**config.mk**
```make
export PLATFORM = sky130hd
export DESIGN_NAME = mandelbrot_escape_pixel_packer_unit_flat
export DESIGN_NICKNAME = d
export VERILOG_FILES = /design/src/hdl/mepp_pkg.sv /design/src/hdl/mepp_point_if.sv /design/src/hdl/mepp_byte_if.sv /design/src/hdl/mepp_cfg_if.sv /design/src/hdl/mandelbrot_escape_pixel_packer_unit.sv /design/src/flat_wrapper.sv
export VERILOG_INCLUDE_DIRS = /design/src /design/src/hdl
export SDC_FILE = /design/constraint.sdc
export NUM_CORES = 2
export LEC_CHECK = 0
export BUFFER_PORTS_ARGS = -buffer_cell sky130_fd_sc_hd__buf_2
export CAP_MARGIN = 20
export CORE_MARGIN = 4
export CORE_UTILIZATION = 30
export DETAILED_ROUTE_END_ITERATION = 12
export PLACE_DENSITY = 0.56
export RECOVER_POWER = 100
export SLEW_MARGIN = 20
export SYNTH_ARGS = -nofsm -noshare
export SYNTH_HDL_FRONTEND = slang
export SYNTH_SLANG_ARGS = --single-unit
```
**constraint.sdc**
```tcl
create_clock -name clk -period 17.9 [get_ports clk]
set_input_delay 0.895 -clock clk [delete_from_list [all_inputs] [get_ports clk]]
set_output_delay 0.895 -clock clk [all_outputs]
set_load 0.05 [all_outputs]
```
**src/hdl/mandelbrot_escape_pixel_packer_unit_macros.svh**
```systemverilog
// assertion shorthands for the escape pixel packer
`ifndef MANDELBROT_ESCAPE_PIXEL_PACKER_UNIT_MACROS_SVH
`define MANDELBROT_ESCAPE_PIXEL_PACKER_UNIT_MACROS_SVH

// same-cycle implication, checked outside reset
`define MEPP_ASSERT_NOW(label, ante, cons, msg) \
    label: assert property (@(posedge clk) disable iff (!rst_n) (ante) |-> (cons)) \
        else $error(msg);

// next-cycle implication, checked outside reset
`define MEPP_ASSERT_NEXT(label, ante, cons, msg) \
    label: assert property (@(posedge clk) disable iff (!rst_n) (ante) |=> (cons)) \
        else $error(msg);

`endif

```
**src/hdl/mepp_pkg.sv**
```systemverilog
package mepp_pkg;

    // fixed-point format of the coordinates
    localparam int COORD_W         = 32;
    localparam int COORD_FRAC_BITS = 26;
    localparam int ITER_WIDTH      = 12;
    localparam int PROD_W          = 2 * COORD_W;
    // wide enough for a shifted square or cross term plus c
    localparam int WIDE_W          = PROD_W - COORD_FRAC_BITS + 3;

    // escape limit: |z|^2 > 4, in squared fixed point
    localparam logic [PROD_W-1:0] ESC_LIMIT = PROD_W'(4) << (2 * COORD_FRAC_BITS);

    // configuration port
    localparam int CFG_IDX_W  = 3;
    localparam int CFG_DATA_W = 12;

    typedef enum logic [CFG_IDX_W-1:0] {
        REG_MAX_ITER   = 3'd0,
        REG_INF_ENABLE = 3'd1,
        REG_INF_COLOUR = 3'd2,
        REG_BIAS       = 3'd3,
        REG_DEPTH      = 3'd4
    } cfg_reg_t;

    // reset values of the registers
    localparam logic [ITER_WIDTH-1:0] MAX_ITER_RST   = ITER_WIDTH'(256);
    localparam logic                  INF_ENABLE_RST = 1'b1;
    localparam logic [7:0]            INF_COLOUR_RST = 8'd0;
    localparam logic [7:0]            BIAS_RST       = 8'd16;
    localparam logic [1:0]            DEPTH_RST      = 2'd3;

    // depth code for one whole byte per pixel
    localparam logic [1:0] DEPTH_8BPP = 2'd3;

    typedef enum logic [2:0] {
        ST_IDLE,
        ST_SQ_RE,
        ST_SQ_IM,
        ST_CROSS,
        ST_UPDATE,
        ST_PACK
    } state_t;

    // clamp a wide signed value to the coordinate range
    function automatic logic signed [COORD_W-1:0] sat_coord(
        input logic signed [WIDE_W-1:0] v
    );
        logic [WIDE_W-COORD_W:0] top;
        top = v[WIDE_W-1:COORD_W-1];
        if ((top == '0) || (top == '1))
            return v[COORD_W-1:0];
        else if (v[WIDE_W-1])
            return {1'b1, {(COORD_W-1){1'b0}}};
        else
            return {1'b0, {(COORD_W-1){1'b1}}};
    endfunction

endpackage

```
**src/hdl/mepp_point_if.sv**
```systemverilog
interface mepp_point_if import mepp_pkg::*; ();
    logic                      valid;
    logic                      ready;
    logic signed [COORD_W-1:0] point_real;
    logic signed [COORD_W-1:0] point_imag;
    logic                      last_in_row;

    modport source (output valid, point_real, point_imag, last_in_row, input ready);
    modport sink   (input valid, point_real, point_imag, last_in_row, output ready);
endinterface

```
**src/hdl/mepp_byte_if.sv**
```systemverilog
interface mepp_byte_if import mepp_pkg::*; ();
    logic       valid;
    logic       ready;
    logic [7:0] packed_byte;
    logic       row_end;

    modport source (output valid, packed_byte, row_end, input ready);
    modport sink   (input valid, packed_byte, row_end, output ready);
endinterface

```
**src/hdl/mepp_cfg_if.sv**
```systemverilog
interface mepp_cfg_if import mepp_pkg::*; ();
    logic                  valid;
    logic                  ready;
    logic [CFG_IDX_W-1:0]  index;
    logic [CFG_DATA_W-1:0] data;

    modport source (output valid, index, data, input ready);
    modport sink   (input valid, index, data, output ready);
endinterface

```
**src/hdl/mandelbrot_escape_pixel_packer_unit.sv**
```systemverilog
// Escape-time Mandelbrot pixel packer. Each point c arriving on "point" is iterated as
// z = z*z + c from z = c on one shared 32x32 signed multiplier, so an iteration steps through
// square of the real part, square of the imaginary part, cross product and update in turn.
// A zero limit skips the iteration and goes straight to the pack step; the block takes no new
// point until the current one is packed, and a full byte that meets a still-waiting output
// byte holds the pack step until the receiver takes it.
// Colours pack MSB-first into bytes at 1, 2, 4 or 8 bits per pixel and a byte leaves
// on "pixel_byte" when full or at the end of a row. The output byte is registered, so a
// waiting byte does not stop the next point from being taken. Registers are written through
// "cfg" (always ready) and should only change while the block is idle.
`include "mandelbrot_escape_pixel_packer_unit_macros.svh"

module mandelbrot_escape_pixel_packer_unit import mepp_pkg::*; (
    input  logic         clk,
    input  logic         rst_n,
    mepp_point_if.sink   point,
    mepp_byte_if.source  pixel_byte,
    mepp_cfg_if.sink     cfg
);

    // configuration registers
    logic [ITER_WIDTH-1:0] max_iter_reg;
    logic                  inf_enable_reg;
    logic [7:0]            inf_colour_reg;
    logic [7:0]            bias_reg;
    logic [1:0]            depth_reg;

    // sequencer
    state_t state_reg, state_next;

    // iteration datapath
    logic signed [COORD_W-1:0] c_re_reg, c_re_next;
    logic signed [COORD_W-1:0] c_im_reg, c_im_next;
    logic                      last_reg, last_next;
    logic signed [COORD_W-1:0] z_re_reg, z_re_next;
    logic signed [COORD_W-1:0] z_im_reg, z_im_next;
    logic signed [PROD_W-1:0]  prod_reg, prod_next;
    logic signed [PROD_W-1:0]  xx_reg, xx_next;
    logic signed [WIDE_W-1:0]  re_sum_reg, re_sum_next;
    logic [ITER_WIDTH-1:0]     iter_reg, iter_next;
    logic                      check_reg, check_next;
    logic                      escaped_reg, escaped_next;

    // packer
    logic [7:0] acc_reg, acc_next;
    logic [2:0] slot_reg, slot_next;

    // output register
    logic       out_valid_reg, out_valid_next;
    logic [7:0] out_byte_reg, out_byte_next;
    logic       out_row_end_reg, out_row_end_next;

    // shared multiplier operands
    logic signed [COORD_W-1:0] mul_a, mul_b;

    // handshakes
    logic point_xfer;
    logic out_xfer;

    // escape test and loop exits
    logic [PROD_W-1:0]     mag_sum;
    logic                  escape_now;
    logic [ITER_WIDTH-1:0] iter_inc;
    logic                  limit_hit;

    // packing
    logic [3:0] bpp;
    logic [3:0] dots;
    logic [2:0] slot_m;
    logic [3:0] slot_inc;
    logic [3:0] shift_amt;
    logic [7:0] colour;
    logic [7:0] pix_mask;
    logic [7:0] acc_or;
    logic       emit;
    logic       pack_go;
    logic       no_escape_inf;

    assign point.ready = (state_reg == ST_IDLE);
    assign cfg.ready   = 1'b1;

    assign point_xfer = point.valid && point.ready;
    assign out_xfer   = out_valid_reg && pixel_byte.ready;

    assign pixel_byte.valid       = out_valid_reg;
    assign pixel_byte.packed_byte = out_byte_reg;
    assign pixel_byte.row_end     = out_row_end_reg;

    // configuration writes, unknown indexes are dropped
    always_ff @(posedge clk or negedge rst_n)
    begin
        if (!rst_n)
        begin
            max_iter_reg   <= MAX_ITER_RST;
            inf_enable_reg <= INF_ENABLE_RST;
            inf_colour_reg <= INF_COLOUR_RST;
            bias_reg       <= BIAS_RST;
            depth_reg      <= DEPTH_RST;
        end
        else if (cfg.valid && cfg.ready)
        begin
            unique case (cfg.index)
                REG_MAX_ITER:   max_iter_reg   <= ITER_WIDTH'(cfg.data);
                REG_INF_ENABLE: inf_enable_reg <= cfg.data[0];
                REG_INF_COLOUR: inf_colour_reg <= cfg.data[7:0];
                REG_BIAS:       bias_reg       <= cfg.data[7:0];
                REG_DEPTH:      depth_reg      <= cfg.data[1:0];
                default:        ;
            endcase
        end
    end

    // escape test on the squares of the latest z: xx held, yy just out of the multiplier
    assign mag_sum    = $unsigned(xx_reg) + $unsigned(prod_reg);
    assign escape_now = check_reg && (mag_sum > ESC_LIMIT);
    assign iter_inc   = iter_reg + ITER_WIDTH'(1);
    assign limit_hit  = check_reg && (iter_inc == max_iter_reg);

    // packing arithmetic: slot wraps to the current depth, fields fill from the MSB
    assign bpp           = 4'd1 << depth_reg;
    assign dots          = 4'd8 >> depth_reg;
    assign slot_m        = slot_reg & 3'(dots - 4'd1);
    assign slot_inc      = {1'b0, slot_m} + 4'd1;
    assign shift_amt     = 4'd8 - (slot_inc << depth_reg);
    assign pix_mask      = 8'((9'd1 << bpp) - 9'd1);
    assign no_escape_inf = !escaped_reg && inf_enable_reg;

    always_comb
    begin
        if (no_escape_inf)
            colour = inf_colour_reg;
        else if (depth_reg == DEPTH_8BPP)
            colour = 8'(iter_reg) + bias_reg;
        else
            colour = 8'(iter_reg);
    end

    assign acc_or  = acc_reg | ((colour & pix_mask) << shift_amt);
    assign emit    = (slot_inc >= dots) || last_reg;
    // a full byte waits for the output register to free up
    assign pack_go = !emit || !out_valid_reg || pixel_byte.ready;

    // next state
    always_comb
    begin
        state_next = state_reg;
        unique case (state_reg)
            ST_IDLE:
            begin
                if (point_xfer)
                    state_next = (max_iter_reg == '0) ? ST_PACK : ST_SQ_RE;
            end
            ST_SQ_RE:  state_next = ST_SQ_IM;
            ST_SQ_IM:  state_next = ST_CROSS;
            ST_CROSS:  state_next = (escape_now || limit_hit) ? ST_PACK : ST_UPDATE;
            ST_UPDATE: state_next = ST_SQ_RE;
            ST_PACK:
            begin
                if (pack_go)
                    state_next = ST_IDLE;
            end
            default:   state_next = ST_IDLE;
        endcase
    end

    // datapath and outputs per state
    always_comb
    begin
        c_re_next        = c_re_reg;
        c_im_next        = c_im_reg;
        last_next        = last_reg;
        z_re_next        = z_re_reg;
        z_im_next        = z_im_reg;
        xx_next          = xx_reg;
        re_sum_next      = re_sum_reg;
        iter_next        = iter_reg;
        check_next       = check_reg;
        escaped_next     = escaped_reg;
        acc_next         = acc_reg;
        slot_next        = slot_reg;
        out_valid_next   = out_valid_reg && !out_xfer;
        out_byte_next    = out_byte_reg;
        out_row_end_next = out_row_end_reg;
        mul_a            = z_re_reg;
        mul_b            = z_re_reg;

        unique case (state_reg)
            ST_IDLE:
            begin
                if (point_xfer)
                begin
                    c_re_next    = point.point_real;
                    c_im_next    = point.point_imag;
                    last_next    = point.last_in_row;
                    z_re_next    = point.point_real;
                    z_im_next    = point.point_imag;
                    iter_next    = '0;
                    check_next   = 1'b0;
                    escaped_next = 1'b0;
                end
            end
            ST_SQ_RE:
            begin
                mul_a = z_re_reg;
                mul_b = z_re_reg;
            end
            ST_SQ_IM:
            begin
                xx_next = prod_reg;
                mul_a   = z_im_reg;
                mul_b   = z_im_reg;
            end
            ST_CROSS:
            begin
                mul_a       = z_re_reg;
                mul_b       = z_im_reg;
                // floor shifts: x^2 - y^2 + c_re
                re_sum_next = WIDE_W'(xx_reg >>> COORD_FRAC_BITS)
                            - WIDE_W'(prod_reg >>> COORD_FRAC_BITS)
                            + WIDE_W'(c_re_reg);
                if (escape_now)
                    escaped_next = 1'b1;
                else if (check_reg)
                    iter_next = iter_inc;
            end
            ST_UPDATE:
            begin
                // doubled cross term is the product shifted one place less
                z_re_next  = sat_coord(re_sum_reg);
                z_im_next  = sat_coord(WIDE_W'(prod_reg >>> (COORD_FRAC_BITS - 1))
                                       + WIDE_W'(c_im_reg));
                check_next = 1'b1;
            end
            ST_PACK:
            begin
                if (pack_go)
                begin
                    if (emit)
                    begin
                        out_valid_next   = 1'b1;
                        out_byte_next    = acc_or;
                        out_row_end_next = last_reg;
                        acc_next         = '0;
                        slot_next        = '0;
                    end
                    else
                    begin
                        acc_next  = acc_or;
                        slot_next = slot_inc[2:0];
                    end
                end
            end
            default: ;
        endcase
    end

    assign prod_next = mul_a * mul_b;

    // control state
    always_ff @(posedge clk or negedge rst_n)
    begin
        if (!rst_n)
        begin
            state_reg     <= ST_IDLE;
            check_reg     <= 1'b0;
            escaped_reg   <= 1'b0;
            iter_reg      <= '0;
            acc_reg       <= '0;
            slot_reg      <= '0;
            out_valid_reg <= 1'b0;
            z_re_reg      <= '0;
            z_im_reg      <= '0;
        end
        else
        begin
            state_reg     <= state_next;
            check_reg     <= check_next;
            escaped_reg   <= escaped_next;
            iter_reg      <= iter_next;
            acc_reg       <= acc_next;
            slot_reg      <= slot_next;
            out_valid_reg <= out_valid_next;
            z_re_reg      <= z_re_next;
            z_im_reg      <= z_im_next;
        end
    end

    // payload, no reset needed
    always_ff @(posedge clk)
    begin
        c_re_reg        <= c_re_next;
        c_im_reg        <= c_im_next;
        last_reg        <= last_next;
        prod_reg        <= prod_next;
        xx_reg          <= xx_next;
        re_sum_reg      <= re_sum_next;
        out_byte_reg    <= out_byte_next;
        out_row_end_reg <= out_row_end_next;
    end

    // the count never passes the limit while a point is in flight
    `MEPP_ASSERT_NOW(a_iter_in_range, (state_reg != ST_IDLE), (iter_reg <= max_iter_reg), "iteration count beyond limit")
    // a byte leaving the packer restarts the slot position
    `MEPP_ASSERT_NEXT(a_slot_clear, (state_reg == ST_PACK && pack_go && emit), (slot_reg == 3'd0 && acc_reg == 8'd0 && out_valid_reg), "packer not cleared after byte")
    // output bytes are only raised by the pack step
    `MEPP_ASSERT_NOW(a_out_source, $rose(out_valid_reg), ($past(state_reg) == ST_PACK), "output byte raised outside packing")

endmodule

```
**src/flat_wrapper.sv**
```systemverilog
// flat-port wrapper written by rule: the top's interface ports become plain ports
module mandelbrot_escape_pixel_packer_unit_flat import mepp_pkg::*;
  (clk, rst_n, point_valid, point_point_real, point_point_imag, point_last_in_row, point_ready, pixel_byte_valid, pixel_byte_packed_byte, pixel_byte_row_end, pixel_byte_ready, cfg_valid, cfg_index, cfg_data, cfg_ready);
  mepp_point_if point_i ();
  mepp_byte_if pixel_byte_i ();
  mepp_cfg_if cfg_i ();
  input  logic clk;
  input  logic rst_n;
  input wire logic [$bits(point_i.valid)-1:0] point_valid;
  input wire logic [$bits(point_i.point_real)-1:0] point_point_real;
  input wire logic [$bits(point_i.point_imag)-1:0] point_point_imag;
  input wire logic [$bits(point_i.last_in_row)-1:0] point_last_in_row;
  output wire logic [$bits(point_i.ready)-1:0] point_ready;
  output wire logic [$bits(pixel_byte_i.valid)-1:0] pixel_byte_valid;
  output wire logic [$bits(pixel_byte_i.packed_byte)-1:0] pixel_byte_packed_byte;
  output wire logic [$bits(pixel_byte_i.row_end)-1:0] pixel_byte_row_end;
  input wire logic [$bits(pixel_byte_i.ready)-1:0] pixel_byte_ready;
  input wire logic [$bits(cfg_i.valid)-1:0] cfg_valid;
  input wire logic [$bits(cfg_i.index)-1:0] cfg_index;
  input wire logic [$bits(cfg_i.data)-1:0] cfg_data;
  output wire logic [$bits(cfg_i.ready)-1:0] cfg_ready;
  assign point_i.valid = point_valid;
  assign point_i.point_real = point_point_real;
  assign point_i.point_imag = point_point_imag;
  assign point_i.last_in_row = point_last_in_row;
  assign point_ready = point_i.ready;
  assign pixel_byte_valid = pixel_byte_i.valid;
  assign pixel_byte_packed_byte = pixel_byte_i.packed_byte;
  assign pixel_byte_row_end = pixel_byte_i.row_end;
  assign pixel_byte_i.ready = pixel_byte_ready;
  assign cfg_i.valid = cfg_valid;
  assign cfg_i.index = cfg_index;
  assign cfg_i.data = cfg_data;
  assign cfg_ready = cfg_i.ready;
  mandelbrot_escape_pixel_packer_unit u_core (.clk(clk), .rst_n(rst_n), .point(point_i), .pixel_byte(pixel_byte_i), .cfg(cfg_i));
endmodule
```
==> results.md <==
- Post_cts resized: 0
- Hold Fails Final Rpt: 0
- Status: complete, but fails checks
- Fin crit share: 0.772
- CTS buffer count: 44
- Synth cell count leaders: inv_1, fa_1, nor2_1
- Finished Layout Cells: 9220
- Post-synth top area share: 0.373
- Pre-antenna DRT Iters: 6
- Fmax: 72.4 MHz
- Worst Path Max Fanout: 42
- Register area share after synthesis: 0.161
- Netlist cell types: 119
- Vias in the first global route: 49400
- Top cells by area, synth: fa_1, edfxtp_1, ha_1
- CP peak stage delay: 2.51 ns
- Largest net degree at the start of global routing: 130
- Min Clock Period, post-route: 13.81 ns
- Share of layout cells above drive strength 1: 0.0586
- ANT nets after route: 0
- Top_reg_cell synth: edfxtp_1
- Final Max Slew Viols: 451
- Bufs and invs on worst path: 3
- Initial Util: 0.302
- Async SR Flop Fraction: 0.339
- # setup viols final: 0
- Detailed placer's ending HPWL: 164000 um
- Critical Path End Type: flop
- Via Count: 47000
- Die extent in y: 456 um
- Post-Syn Area: 60300 um2
- Tot GR Track Use: 0.194
- MaxCap Viol Count: 11
- Clock skew: 0.0402 ns
- Die W: 456 um
- Setup Buffers After CTS: 0
- Synth warn: 0
- Worst Path Required: 18.38 ns
- Least-Margin Pin Slew: 3.77 ns
- Vias per Instance: 5.10
- Critical path arrival: 14.29 ns
- # nets final: 8101
- Core Util, Final: 0.327
- Count of input and output buffers: 95
- Synth-to-Final Area Change: 8.44%
- Sink Count: 366
- #FFs+latches synth: 366
- Core ar.: 200000 um2
- Grt total ovfl: 0
- Root Driver: clkbuf_16
- Met2 usage: 0.320
- Slew HR: -1.52
- # placed instances: 9124
- Clk_lat worst skew: 0.60 ns
- Number of enable flip-flop cells after synthesis: 178
- WL per Instance: 22.1 um
- WS Path Type: flop to flop
- HP Class: flop to flop
- Top-count cell post-synth: inv_1
- I/O Pins: 97
- GR Util met1: 0.258
- GR peak layer: met2
- Syn avg cell area: 9.23 um2
- RD Place Congestion: 0.965
- RSZ-0062 raised after global routing: no
- Critical path's top delay family: adder cells
- Syn nets: 8120
- DIE AREA: 208000 um2
- Residual DRC: 0
- Max clock buf depth: 3
- Site Rows: 164
- Antenna violations before repair: 23
- First-pass GRT wire length: 311000 um
- Slowest CP cell: clkbuf_1
- Starting DRT DRC Count: 3769
- Synth area leader: fa_1
- M3 GR Usage: 0.0274
- Violated checks: max-capacitance violations, max-slew violations
- Crit start category: flop
- Final WL: 204000 um
- H-tree Lvls: 2
- Most frequent CP cell: fa_1
- Hold buffer count at cts: 0
- Synth Instances: 6534
- Clk slew on worst S/H paths: 0.06 ns
- CTS tree: built
- Setup TNS: 0 ns
layout by cell type, fill, tap and decap left out, types with 90 or more instances in the layout:
cell type  instances
buf_4             91
inv_1           1211
a21o_1            90
xnor2_1          143
nor2_1           761
ha_1             378
edfxtp_1         178
a21oi_1          293
o21ai_0          159
dfrtp_1          119
nand2_1          741
fa_1            1123
final timing paths:
kind,to,start,slack (ns),depth (start not counted)
max,u_core.prod_reg[62],u_core.state_reg[1],4.09,28
min,u_core.xx_reg[9],u_core.prod_reg[9],0.45,0
max reg2reg,u_core.prod_reg[62],u_core.state_reg[1],4.09,28
min reg2reg,u_core.xx_reg[9],u_core.prod_reg[9],0.45,0
max in group asynchronous,u_core.z_re_reg[1],rst_n,11.45,2
min in group asynchronous,u_core.inf_colour_reg[4],rst_n,1.52,1
per-stage QoR:
step / hold slack [ns] / area, um2 / setup slack, ns
2_1_floorplan: 0.412 / 60300 / 6.99
3_3_place_gp: 0.428 / 64000 / 6.64
3_5_place_dp: 0.431 / 64000 / 6.45
4_1_cts: 0.284 / 65500 / 6.42
5_1_grt: 0.437 / 65400 / 3.62
6_report: 0.449 / 65400 / 4.09
logic make-up after synthesis:
kind of cell             after synthesis  share of synthesized area
adder cells (fa/ha/maj)             1501                      0.451
AO/OA/AOI/OAI                        935                      0.103
flip-flops                           366                      0.161
XOR/XNOR                             187                     0.0271
other                                  1                  0.0000622
AND/OR/NAND/NOR                     1919                      0.138
buffers and inverters               1481                     0.0947
multiplexers                         144                     0.0254
worst reg2reg max path: cells and delay by family, from the launching register on:
| kind | cells | cell delay, ns |
|---|---|---|
| fa+ha+maj | 9 | 4.41 |
| compound gates | 8 | 2.74 |
| mux | 1 | 0.65 |
| xor+xnor | 1 | 0.16 |
| flops | 1 | 0.48 |
| buf+inv | 3 | 4.18 |
| simple gates | 6 | 1.10 |
layout make-up:
type	instances	area, um2
Timing Repair Buffer	196	1150
Sequential cell	366	9740
Clock buffer	55	1250
Tap cell	2656	3320
Antenna cell	13	32.5
Inverter	1220	4580
Clock inverter	27	270
Fill cell	20800	134000
Multi-Input combinational cell	4687	45100
routing by layer:
metal,vias to the layer above,part of all wire
met2,1806,0.47
met5,-,0
li1,20600,-
met4,0,0.045
met3,327,0.073
met1,24300,0.42
Power is not shown: default switching activity piles up to over one toggle a cycle in this logic, so the estimate is an artifact.
